==> config.mk <==
export PLATFORM = sky130hd
export DESIGN_NAME = murmur2_string_hash_top_flat
export DESIGN_NICKNAME = d
export VERILOG_FILES = /design/src/rtl/mm2_pkg.sv /design/src/rtl/mm2_if.sv /design/src/rtl/mm2_front.sv /design/src/rtl/mm2_queue.sv /design/src/rtl/mm2_back.sv /design/src/rtl/murmur2_string_hash_top.sv /design/src/flat_wrapper.sv
export SDC_FILE = /design/constraint.sdc
export NUM_CORES = 1
export LEC_CHECK = 0
export BUFFER_PORTS_ARGS = -buffer_cell sky130_fd_sc_hd__buf_2
export CAP_MARGIN = 0
export CORE_AREA = 3 3 306 308
export DETAILED_ROUTE_END_ITERATION = 7
export DIE_AREA = 0 0 309 311
export GPL_TIMING_DRIVEN = 0
export HOLD_SLACK_MARGIN = 0.12
export PLACE_DENSITY = 0.64
export SLEW_MARGIN = 5
export SYNTH_ARGS = -nofsm -noshare
export SYNTH_HDL_FRONTEND = slang
export SYNTH_HIERARCHICAL = 1
export SYNTH_SLANG_ARGS = --single-unit
==> constraint.sdc <==
create_clock -name clk -period 9.02 [get_ports clk]
set_input_delay 1.804 -clock clk [delete_from_list [all_inputs] [get_ports clk]]
set_output_delay 1.804 -clock clk [all_outputs]
set_load 0.02 [all_outputs]
==> src/rtl/mm2_pkg.sv <==
// ----------------------------------------------------------------------------
// mm2_pkg
// Shared constants, types and state codes for the MurmurHash2 string hasher.
// ----------------------------------------------------------------------------
`default_nettype none

package mm2_pkg;

  localparam logic [31:0] MIX_MUL     = 32'h5bd1e995;
  localparam int unsigned MIX_SHIFT   = 24;
  localparam int unsigned FIN_SHIFT_A = 13;
  localparam int unsigned FIN_SHIFT_B = 15;

  localparam int unsigned QUEUE_DEPTH = 4;

  // one command per item that needs work in the back end
  typedef struct packed {
    logic        init;
    logic [31:0] init_val;
    logic        word_en;
    logic [31:0] word;
    logic        fin;
    logic        tail_en;
    logic [23:0] tail;
  } mm2_cmd_t;

  typedef enum logic [3:0] {
    B_IDLE,
    B_K1,
    B_K2,
    B_H1,
    B_HX,
    B_TAIL,
    B_TX,
    B_FA,
    B_FB
  } mm2_bstate_t;

endpackage

`default_nettype wire

==> src/rtl/mm2_if.sv <==
// ----------------------------------------------------------------------------
// mm2_if
// Valid/ready channels of the hasher: byte input, hash output, seed write.
// ----------------------------------------------------------------------------
`default_nettype none

interface mm2_in_if;
  logic        valid;
  logic        ready;
  logic [7:0]  data_byte;
  logic        byte_valid;
  logic        is_last;
  logic [31:0] string_length;

  modport source (output valid, data_byte, byte_valid, is_last, string_length, input ready);
  modport sink   (input valid, data_byte, byte_valid, is_last, string_length, output ready);
endinterface

interface mm2_out_if;
  logic        valid;
  logic        ready;
  logic [31:0] hash_value;

  modport source (output valid, hash_value, input ready);
  modport sink   (input valid, hash_value, output ready);
endinterface

interface mm2_cfg_if;
  logic        valid;
  logic        ready;
  logic [31:0] seed;

  modport source (output valid, seed, input ready);
  modport sink   (input valid, seed, output ready);
endinterface

`default_nettype wire

==> src/rtl/mm2_front.sv <==
// ----------------------------------------------------------------------------
// mm2_front
// Takes bytes, holds the seed, gathers words and issues back-end commands.
// ----------------------------------------------------------------------------
`default_nettype none

module mm2_front (
  input  wire logic              clk,
  input  wire logic              rst_n,
  mm2_in_if.sink                 in_chan,
  mm2_cfg_if.sink                cfg_chan,
  input  wire logic              q_full,
  output logic                   q_push,
  output mm2_pkg::mm2_cmd_t      q_cmd
);
  import mm2_pkg::*;

  logic [31:0] seed_r;
  logic        in_string_r, in_string_nxt;
  logic [1:0]  pos_r, pos_nxt;
  logic [23:0] gather_r, gather_nxt;

  logic        first;
  logic        accept;
  logic        active;
  logic [1:0]  pos_cur, pos_new;
  logic [23:0] gather_cur, gather_new;

  assign in_chan.ready  = ~q_full;
  assign cfg_chan.ready = 1'b1;
  assign accept         = in_chan.valid & in_chan.ready;
  assign active         = in_chan.byte_valid | in_chan.is_last;

  always_comb begin
    first      = ~in_string_r;
    pos_cur    = first ? 2'd0 : pos_r;
    gather_cur = first ? 24'd0 : gather_r;
    pos_new    = pos_cur;
    gather_new = gather_cur;

    q_cmd          = '0;
    q_cmd.init     = first;
    q_cmd.init_val = seed_r ^ in_chan.string_length;

    if (in_chan.byte_valid) begin
      if (pos_cur == 2'd3) begin
        q_cmd.word_en = 1'b1;
        q_cmd.word    = {in_chan.data_byte, gather_cur};
        pos_new       = 2'd0;
        gather_new    = 24'd0;
      end else begin
        case (pos_cur)
          2'd0:    gather_new[7:0]   = in_chan.data_byte;
          2'd1:    gather_new[15:8]  = in_chan.data_byte;
          2'd2:    gather_new[23:16] = in_chan.data_byte;
          default: gather_new        = gather_cur;
        endcase
        pos_new = pos_cur + 2'd1;
      end
    end

    q_cmd.fin     = in_chan.is_last;
    q_cmd.tail_en = (pos_new != 2'd0);
    q_cmd.tail    = gather_new;

    q_push = accept & active & (first | q_cmd.word_en | in_chan.is_last);

    in_string_nxt = in_string_r;
    pos_nxt       = pos_r;
    gather_nxt    = gather_r;
    if (accept && active) begin
      if (in_chan.is_last) begin
        in_string_nxt = 1'b0;
        pos_nxt       = 2'd0;
        gather_nxt    = 24'd0;
      end else begin
        in_string_nxt = 1'b1;
        pos_nxt       = pos_new;
        gather_nxt    = gather_new;
      end
    end
  end

  always_ff @(posedge clk) begin
    if (!rst_n) begin
      seed_r      <= '0;
      in_string_r <= 1'b0;
      pos_r       <= '0;
      gather_r    <= '0;
    end else begin
      if (cfg_chan.valid && cfg_chan.ready) begin
        seed_r <= cfg_chan.seed;
      end
      in_string_r <= in_string_nxt;
      pos_r       <= pos_nxt;
      gather_r    <= gather_nxt;
    end
  end

endmodule

`default_nettype wire

==> src/rtl/mm2_queue.sv <==
// ----------------------------------------------------------------------------
// mm2_queue
// Small command FIFO between the front and back ends.
// ----------------------------------------------------------------------------
`default_nettype none

module mm2_queue #(
  parameter int unsigned DEPTH = mm2_pkg::QUEUE_DEPTH
) (
  input  wire logic              clk,
  input  wire logic              rst_n,
  input  wire logic              push,
  input  wire mm2_pkg::mm2_cmd_t push_cmd,
  output logic                   full,
  input  wire logic              pop,
  output mm2_pkg::mm2_cmd_t      pop_cmd,
  output logic                   empty
);
  import mm2_pkg::*;

  localparam int unsigned PW = (DEPTH > 1) ? $clog2(DEPTH) : 1;
  localparam int unsigned CW = $clog2(DEPTH + 1);
  localparam logic [PW-1:0] LAST_PTR = PW'(DEPTH - 1);
  localparam logic [CW-1:0] FULL_CNT = CW'(DEPTH);

  mm2_cmd_t      mem_r [DEPTH];
  logic [PW-1:0] wr_ptr_r, rd_ptr_r;
  logic [CW-1:0] count_r;

  assign full    = (count_r == FULL_CNT);
  assign empty   = (count_r == '0);
  assign pop_cmd = mem_r[rd_ptr_r];

  always_ff @(posedge clk) begin
    if (push) begin
      mem_r[wr_ptr_r] <= push_cmd;
    end
  end

  always_ff @(posedge clk) begin
    if (!rst_n) begin
      wr_ptr_r <= '0;
      rd_ptr_r <= '0;
      count_r  <= '0;
    end else begin
      if (push) begin
        wr_ptr_r <= (wr_ptr_r == LAST_PTR) ? '0 : wr_ptr_r + PW'(1);
      end
      if (pop) begin
        rd_ptr_r <= (rd_ptr_r == LAST_PTR) ? '0 : rd_ptr_r + PW'(1);
      end
      if (push && !pop) begin
        count_r <= count_r + CW'(1);
      end else if (pop && !push) begin
        count_r <= count_r - CW'(1);
      end
    end
  end

endmodule

`default_nettype wire

==> src/rtl/mm2_back.sv <==
// ----------------------------------------------------------------------------
// mm2_back
// Mix and finish sequencer around one shared 32x32 multiplier.
// ----------------------------------------------------------------------------
`default_nettype none

module mm2_back (
  input  wire logic              clk,
  input  wire logic              rst_n,
  input  wire logic              cmd_valid,
  input  wire mm2_pkg::mm2_cmd_t cmd,
  output logic                   cmd_pop,
  mm2_out_if.source              out_chan
);
  import mm2_pkg::*;

  mm2_bstate_t state_r, state_nxt;
  mm2_cmd_t    cmd_r, cmd_nxt;
  logic [31:0] h_r, h_nxt;
  logic [31:0] p_r, p_nxt;
  logic [31:0] k_r, k_nxt;
  logic [31:0] res_r, res_nxt;
  logic        ovalid_r, ovalid_nxt;

  logic [31:0] opnd;
  logic [31:0] prod;

  assign out_chan.valid      = ovalid_r;
  assign out_chan.hash_value = res_r;

  always_comb begin
    case (state_r)
      B_K1:    opnd = cmd_r.word;
      B_K2:    opnd = p_r ^ (p_r >> MIX_SHIFT);
      B_TAIL:  opnd = h_r ^ {8'd0, cmd_r.tail};
      B_FA:    opnd = h_r ^ (h_r >> FIN_SHIFT_A);
      default: opnd = h_r;
    endcase
  end

  assign prod = opnd * MIX_MUL;

  always_comb begin
    state_nxt  = state_r;
    cmd_nxt    = cmd_r;
    h_nxt      = h_r;
    p_nxt      = p_r;
    k_nxt      = k_r;
    res_nxt    = res_r;
    ovalid_nxt = ovalid_r & ~out_chan.ready;
    cmd_pop    = 1'b0;

    case (state_r)
      B_IDLE: begin
        if (cmd_valid) begin
          cmd_pop = 1'b1;
          cmd_nxt = cmd;
          if (cmd.init) begin
            h_nxt = cmd.init_val;
          end
          if (cmd.word_en) begin
            state_nxt = B_K1;
          end else if (cmd.fin) begin
            state_nxt = cmd.tail_en ? B_TAIL : B_FA;
          end
        end
      end
      B_K1: begin
        p_nxt     = prod;
        state_nxt = B_K2;
      end
      B_K2: begin
        p_nxt     = prod;
        state_nxt = B_H1;
      end
      B_H1: begin
        k_nxt     = p_r;
        p_nxt     = prod;
        state_nxt = B_HX;
      end
      B_HX: begin
        h_nxt = p_r ^ k_r;
        if (cmd_r.fin) begin
          state_nxt = cmd_r.tail_en ? B_TAIL : B_FA;
        end else begin
          state_nxt = B_IDLE;
        end
      end
      B_TAIL: begin
        p_nxt     = prod;
        state_nxt = B_TX;
      end
      B_TX: begin
        h_nxt     = p_r;
        state_nxt = B_FA;
      end
      B_FA: begin
        p_nxt     = prod;
        state_nxt = B_FB;
      end
      B_FB: begin
        if (!ovalid_r || out_chan.ready) begin
          res_nxt    = p_r ^ (p_r >> FIN_SHIFT_B);
          ovalid_nxt = 1'b1;
          state_nxt  = B_IDLE;
        end
      end
      default: state_nxt = B_IDLE;
    endcase
  end

  always_ff @(posedge clk) begin
    if (!rst_n) begin
      state_r  <= B_IDLE;
      ovalid_r <= 1'b0;
    end else begin
      state_r  <= state_nxt;
      ovalid_r <= ovalid_nxt;
    end
  end

  always_ff @(posedge clk) begin
    cmd_r <= cmd_nxt;
    h_r   <= h_nxt;
    p_r   <= p_nxt;
    k_r   <= k_nxt;
    res_r <= res_nxt;
  end

endmodule

`default_nettype wire

==> src/rtl/murmur2_string_hash_top.sv <==
// ----------------------------------------------------------------------------
// murmur2_string_hash_top
// Streaming 32-bit MurmurHash2 of byte strings, one byte per input transfer.
// ----------------------------------------------------------------------------
//   channel   dir  payload                                         transfer
//   in_chan   in   data_byte, byte_valid, is_last, string_length   valid & ready
//   out_chan  out  hash_value                                      valid & ready
//   cfg_chan  in   seed                                            valid & ready
//
// Front end takes one byte per cycle while the command queue has room.
// Back end, one command at a time from idle (string start loads h there): a word
// runs K1-K2-H1-HX, the finish TAIL-TX if a tail, then FA-FB, on one shared multiplier.
// A finished hash waits in the output register while the next string runs.
// rst_n is synchronous, active low; seed resets to 0.
// ----------------------------------------------------------------------------
`default_nettype none

module murmur2_string_hash_top #(
  parameter int unsigned QUEUE_DEPTH = mm2_pkg::QUEUE_DEPTH
) (
  input  wire logic clk,
  input  wire logic rst_n,
  mm2_in_if.sink    in_chan,
  mm2_out_if.source out_chan,
  mm2_cfg_if.sink   cfg_chan
);
  import mm2_pkg::*;

  mm2_cmd_t push_cmd, pop_cmd;
  logic     push, pop, full, empty;

  mm2_front u_front (
    .clk      (clk),
    .rst_n    (rst_n),
    .in_chan  (in_chan),
    .cfg_chan (cfg_chan),
    .q_full   (full),
    .q_push   (push),
    .q_cmd    (push_cmd)
  );

  mm2_queue #(
    .DEPTH (QUEUE_DEPTH)
  ) u_queue (
    .clk      (clk),
    .rst_n    (rst_n),
    .push     (push),
    .push_cmd (push_cmd),
    .full     (full),
    .pop      (pop),
    .pop_cmd  (pop_cmd),
    .empty    (empty)
  );

  mm2_back u_back (
    .clk       (clk),
    .rst_n     (rst_n),
    .cmd_valid (~empty),
    .cmd       (pop_cmd),
    .cmd_pop   (pop),
    .out_chan  (out_chan)
  );

  a_no_push_full: assert property (@(posedge clk) disable iff (!rst_n)
    push |-> !full)
    else $error("command pushed into full queue");

  a_no_pop_empty: assert property (@(posedge clk) disable iff (!rst_n)
    pop |-> !empty)
    else $error("command popped from empty queue");

  a_push_lands: assert property (@(posedge clk) disable iff (!rst_n)
    (push && !pop) |=> !empty)
    else $error("pushed command lost");

endmodule

`default_nettype wire
==> src/flat_wrapper.sv <==
// flat-port wrapper written by rule: the top's interface ports become plain ports
module murmur2_string_hash_top_flat import mm2_pkg::*;
#(
  parameter int unsigned QUEUE_DEPTH = mm2_pkg::QUEUE_DEPTH
)
  (clk, rst_n, in_chan_valid, in_chan_data_byte, in_chan_byte_valid, in_chan_is_last, in_chan_string_length, in_chan_ready, out_chan_valid, out_chan_hash_value, out_chan_ready, cfg_chan_valid, cfg_chan_seed, cfg_chan_ready);
  mm2_in_if in_chan_i ();
  mm2_out_if out_chan_i ();
  mm2_cfg_if cfg_chan_i ();
  input  wire logic clk;
  input  wire logic rst_n;
  input wire logic [$bits(in_chan_i.valid)-1:0] in_chan_valid;
  input wire logic [$bits(in_chan_i.data_byte)-1:0] in_chan_data_byte;
  input wire logic [$bits(in_chan_i.byte_valid)-1:0] in_chan_byte_valid;
  input wire logic [$bits(in_chan_i.is_last)-1:0] in_chan_is_last;
  input wire logic [$bits(in_chan_i.string_length)-1:0] in_chan_string_length;
  output wire logic [$bits(in_chan_i.ready)-1:0] in_chan_ready;
  output wire logic [$bits(out_chan_i.valid)-1:0] out_chan_valid;
  output wire logic [$bits(out_chan_i.hash_value)-1:0] out_chan_hash_value;
  input wire logic [$bits(out_chan_i.ready)-1:0] out_chan_ready;
  input wire logic [$bits(cfg_chan_i.valid)-1:0] cfg_chan_valid;
  input wire logic [$bits(cfg_chan_i.seed)-1:0] cfg_chan_seed;
  output wire logic [$bits(cfg_chan_i.ready)-1:0] cfg_chan_ready;
  assign in_chan_i.valid = in_chan_valid;
  assign in_chan_i.data_byte = in_chan_data_byte;
  assign in_chan_i.byte_valid = in_chan_byte_valid;
  assign in_chan_i.is_last = in_chan_is_last;
  assign in_chan_i.string_length = in_chan_string_length;
  assign in_chan_ready = in_chan_i.ready;
  assign out_chan_valid = out_chan_i.valid;
  assign out_chan_hash_value = out_chan_i.hash_value;
  assign out_chan_i.ready = out_chan_ready;
  assign cfg_chan_i.valid = cfg_chan_valid;
  assign cfg_chan_i.seed = cfg_chan_seed;
  assign cfg_chan_ready = cfg_chan_i.ready;
  murmur2_string_hash_top #(.QUEUE_DEPTH(QUEUE_DEPTH)) u_core (.clk(clk), .rst_n(rst_n), .in_chan(in_chan_i), .out_chan(out_chan_i), .cfg_chan(cfg_chan_i));
endmodule
# --- Yosys cells after proc, flatten, opt, wreduce, memory -nomap -nowiden ---
# Memory sizes are Yosys's and may differ from the RTL's. A register that Yosys moved wholly into a read port is not among the register bits.
# Cells that the tools add are included.
word_totals:
  n_memories: 1
  reg_bits: 257
  inputBits: 79
  output_inout_bits: 35
  ram_bits: 368
op_classes:
  add_sub_neg: 5
  mux: 38
  mul: 1
  eq_ne: 18
  bitwise_logic: 17
  n_reduce_logical: 18
memory_table:
  columns: ["name", "words", "word_bits", "rd", "rd_clocked_by_memory_dff", "wr", "line_no", "text"]
  rows:
  - ["u_core.u_queue.mem_r", 4, 92, 1, 1, 1, "mm2_queue.sv:26", "mm2_cmd_t mem_r [DEPTH];"]
op_table:
  columns: ["operator", "n"]
  rows:
  - ["$pmux W32 S4", 1]
  - ["$mux W24", 4]
  - ["$pmux W32 S3", 1]
  - ["$mux W33", 2]
  - ["$mux W32", 2]
  - ["$xor A32 B32 Y32", 2]
  - ["$pmux W4 S9", 1]
  - ["$mul A32 B31 Y32 const B", 1]
  - ["$xor A32 B17 Y32", 1]
  - ["$xor A32 B19 Y32", 1]
  - ["$xor A32 B24 Y32", 1]
  - ["$xor A32 B8 Y32", 1]
  - ["$mux W8", 3]
  - ["$mux W2", 10]
  - ["$eq A4 B3 Y1 const B", 4]
  - ["$mux W4", 4]
  - ["$mux W3", 3]
  - ["$eq A2 B2 Y1 const B", 4]
  - ["$eq A4 B2 Y1 const B", 2]
  - ["$mux W1", 7]
  - ["$add A2 B1 Y2 const B", 3]
  - ["$ne A2 B2 Y1 const B", 3]
  - ["$reduce_and A3 Y1", 2]
  - ["$reduce_or A5 Y1", 1]
  - ["19 further kinds", 33]

# --- Logic depth before layout (Yosys ltp) ---
logic_depth:
  ltp_word: 11
  mapped_depth: 33

# --- By module ---
# The synthesis kept the hierarchy.
modules_own_cells:
  columns: ["mod", "seq_area_each_um2", "area_per_inst_um2", "cells_per_inst", "n_inst"]
  rows:
  - ["mm2_back", 5685.5, 16972.5, 1495, 1]
  - ["mm2_queue", 11230.8, 13734.4, 524, 1]
  - ["mm2_front", 1181.1, 3024.2, 311, 1]
  - ["murmur2_string_hash_top", 0.0, 3.8, 1, 1]

# --- Worst setup path after synthesis ---
# OpenSTA, ideal clock, no wires.
synth_path:
  path_kind: "flip-flop to flip-flop"
  from: "register u_core.u_back.state_r[1]"
  to: "register u_core.u_back.p_r[31] (data pin)"
  stages_incl_launch_ff: 28
  t_required_ps: 8749
  arrival_ps: 7793
  setup_time_ps: 271
  n_path_buf: 3
  path_slack_ps: 956
  cell_sequence: "dfxtp_1 -> buf_4 -> buf_2 -> buf_1 -> mux2i_1 -> a21oi_1 -> o21ai_0 -> fa_1 -> ha_1 -> inv_1 -> fa_1 -> inv_1 -> ha_1 -> fa_1 -> fa_1 -> fa_1 -> inv_1 -> fa_1 -> inv_1 -> ha_1 -> a21o_1 -> a211oi_1 -> o32ai_1 -> o21ba_2 -> a211oi_2 -> nor3_1 -> a2111oi_0 -> xnor2_1"
synth_via:
  elab_chain_cells: 3
synth_rtl:
  columns: ["element", "line_no", "text"]
  rows:
  - ["start, declared", "mm2_back.sv:17", "mm2_bstate_t state_r, state_nxt;"]
  - ["start signal, assigned", "mm2_back.sv:117", "state_r <= state_nxt;"]
  - ["$eq A4 B3 Y1, or another cell as far along", "mm2_back.sv:32", "case (state_r)"]
  - ["$pmux W32 S4 (*)", "mm2_back.sv:32", null]
  - ["$mul A32 B31 Y32 (*)", "mm2_back.sv:41", "assign prod = opnd * MIX_MUL;"]
  - ["named net u_core.u_back.prod[31]", "mm2_back.sv:26", "logic [31:0] prod;"]
  - ["end signal, assigned", "mm2_back.sv:125", "p_r <= p_nxt;"]
  - ["end, declared", "mm2_back.sv:20", "logic [31:0] p_r, p_nxt;"]
# Mark *: on every way through the listed nets, which the timed path passes. The rest lies on a longest branch.
# A chain may end at the register's enable or synchronous reset.

# --- Worst setup path in the final report ---
# Ends and elaborated chain as after synthesis.

==> results.txt <==
Status -> completed
Mapped Nets -> 2,815
Worst hold slack -> 516 ps
Most common cell after layout, fill and taps aside -> edfxtp_1
Fin crit period -> 8710 ps
Core area -> 91,400 um^2
CTS clk-pin slew, worst paths -> 60 ps
# IOs -> 114
Drc violations -> 0
Max_slew headroom -> 33.6%
CP max-delay cell -> nand3_1
Chip height -> 311 um
Synthesized area -> 33,700 um^2
Largest stage delay, worst path -> 580 ps
Sequential fraction of the synthesis area -> 53.6%
Max cap viols -> 0
Die ar. -> 96,100 um^2
Top cell by count, worst path -> fa_1
Max Buffers Root-to-Sink -> 3
Die width -> 309 um
Clk root buf -> clkbuf_16
Worst Hold Class -> reg2reg
Fill count -> 8,296
Non-filler cells, final -> 3,767
CP Data Required Time -> 9370 ps
Total Wirelength -> 85.3 mm
CP bufs+invs -> 7
Final WS setup -> 307 ps
Clk_lat worst skew -> 620 ps
ANT nets after route -> 0
GRT Resource Usage Total -> 17.8%
Fraction of the cycle the final worst path needs -> 96.6%
Top FF cell, synth -> edfxtp_1
Seq cells post-synth -> 627
Final Hold Viols -> 0
Unique masters post-synth -> 72
Final worst clock skew -> 33.5 ps
Post-DP HPWL -> 63.4 mm
Post-synth EDFFs -> 554
Drt initial violations -> 1,435
Global placer's final weighted congestion -> 0.929
H-tree depth -> 3
Dpl cells -> 3,640
CP top delay family -> adder cells
Hold path depth -> 1
Number of global-route vias before repair -> 20.4k
Area delta synth->final -> 13.7%
Clock sinks -> 627
Levels on crit path -> 26
Wire length per cell -> 22.6 um
Crit Path Class -> reg2reg
Nature of the critical path endpoint -> flop
Via count -> 19.2k
Layout cells sized above 1 -> 15.8%
Effective utilization at floorplan -> 36.9%
First-pass GRT wire length -> 127 mm
Worst-Margin Slew -> 989 ps
Number of antenna violations at the first check in global routing -> 4
Count of final setup violators -> 0
Pin count of the biggest net entering global routing -> 51
Count of pins over their slew limit -> 0
Cell Rows -> 111
Synth Instances -> 2,331
Grt ovf -> 0
Final nets -> 3,011
CTS tree -> built
Async set or reset register ratio after synthesis -> 0%
Max Freq -> 115 MHz
Num CTS Buffers -> 67
RSZ-0062 raised after global routing -> false
Arr. time, crit path -> 9060 ps
Worst R2R Path Depth -> 26
Avg Inst Size Synth -> 14.5 um^2
Hold buffer count at CTS -> 0
TritonRoute pass-1 iters -> 6
Commonest cells after routing, fill and taps aside -> 554 x edfxtp_1, 376 x inv_1, 225 x ha_1
Via density -> 5.10
CP Launch Type -> flop
# port buffers -> 111
Crit-path max FO -> 10
Pre-CTS setup slack -> -671 ps
Synth warn -> 6
==> routing by layer <==
metal / share of wire, % / global-route usage [%] / vias to the layer above
li1: - / - / 8645
met1: 42 / 23.8 / 9887
met2: 48 / 28.6 / 542
met3: 6.4 / 3.59 / 146
met4: 3.8 / 6.98 / 0
met5: 0 / 0 / -
==> metrics by stage <==
stage | TNS (ps) | util [%] | instance area, um^2
final | 0 | 42.0 | 38300
after global routing | 0 | 42.0 | 38300
after CTS | 0 | 41.9 | 38300
after detailed placement | -812 | 39.5 | 36100
after global placement | -4930 | 39.1 | 35800
after floorplan | 0 | - | 33700
==> logic make-up after synthesis <==
kind of cell | count (synthesis) | synth area share (%)
multiplexers | 148 | 7.81
adder cells (fa/ha/maj) | 405 | 19.0
XOR/XNOR | 157 | 4.14
flip-flops | 627 | 53.6
AO/OA/AOI/OAI | 252 | 5.35
AND/OR/NAND/NOR | 295 | 4.64
other | 1 | 0.0111
buffers and inverters | 446 | 5.37
==> final cells by class <==
type / count / area [um^2] / area share (%)
clock buffers: 86 / 1790 / 4.66
multi-input cells: 1258 / 13900 / 36.4
repair buffers: 129 / 835 / 2.18
diodes: 1 / 2.50 / 0.00653
plain buffers: 64 / 382 / 0.995
flip-flops and latches: 627 / 18100 / 47.2
clock inverters: 36 / 377 / 0.982
well taps: 1186 / 1480 / 3.87
inverters: 380 / 1430 / 3.74
==> cells in the mapped netlist, types with 4 or more instances <==
library cell,number,area share (%)
edfxtp_1,554,49
inv_1,378,4.2
ha_1,225,8.3
fa_1,180,11
nor2_1,95,1.1
mux4_2,92,6.1
xnor2_1,84,2.2
dfxtp_1,73,4.3
xor2_1,71,1.8
a21oi_1,68,1.0
a22o_1,53,1.4
mux2i_1,53,1.6
nand2_1,42,0.47
nor2b_1,41,0.76
and2_1,34,0.63
o21ai_0,27,0.40
clkbuf_1,26,0.29
a21o_1,20,0.45
a22oi_1,18,0.40
nand3_1,18,0.27
buf_2,17,0.25
nor3_1,15,0.22
and3_1,13,0.24
buf_6,12,0.40
o21a_1,8,0.18
or3_1,8,0.15
buf_4,7,0.16
nand3b_1,7,0.16
a211oi_1,5,0.11
a31oi_1,5,0.093
o211ai_1,5,0.11
a2111oi_0,4,0.10
a221oi_1,4,0.10
buf_1,4,0.044
nand2b_1,4,0.074
o21ai_1,4,0.059
==> registers in the layout, summed over array words and instances, names as in the netlist, named ones only <==
signal and flops:
u_core/u_queue/rd_ptr_r 2, u_core/u_back/p_r 32, u_core/u_front/in_string_r 1, u_core/u_front/seed_r 32, u_core/u_front/gather_r 24, u_core/u_back/out_chan.hash_value 32
u_core/u_front/pos_r 2, u_core/u_back/cmd_r 58, u_core/u_back/k_r 32, u_core/u_back/state_r 4, u_core/u_queue/wr_ptr_r 2, u_core/u_queue/count_r 3
u_core/u_back/out_chan.valid 1, u_core/u_queue/mem_r 368, u_core/u_back/h_r 32
==> worst paths after layout <==
path              slack, ps                     endpoint                   startpoint
setup / recovery        310        u_core/u_back/p_r[31]     u_core/u_back/state_r[1]
hold / removal          520  u_core/u_front/gather_r[23]  u_core/u_front/gather_r[23]
setup reg to reg        310        u_core/u_back/p_r[31]     u_core/u_back/state_r[1]
hold reg to reg         520  u_core/u_front/gather_r[23]  u_core/u_front/gather_r[23]
==> what timing repair did <==
item,in CTS,in global routing
resized for setup,7,12
endpoints found under the setup margin,2,2
gates cloned,0,0
pin swaps,0,0
buffers inserted,0,6
Power is not shown: default switching activity piles up to over one toggle a cycle in this logic, so the estimate is an artifact.
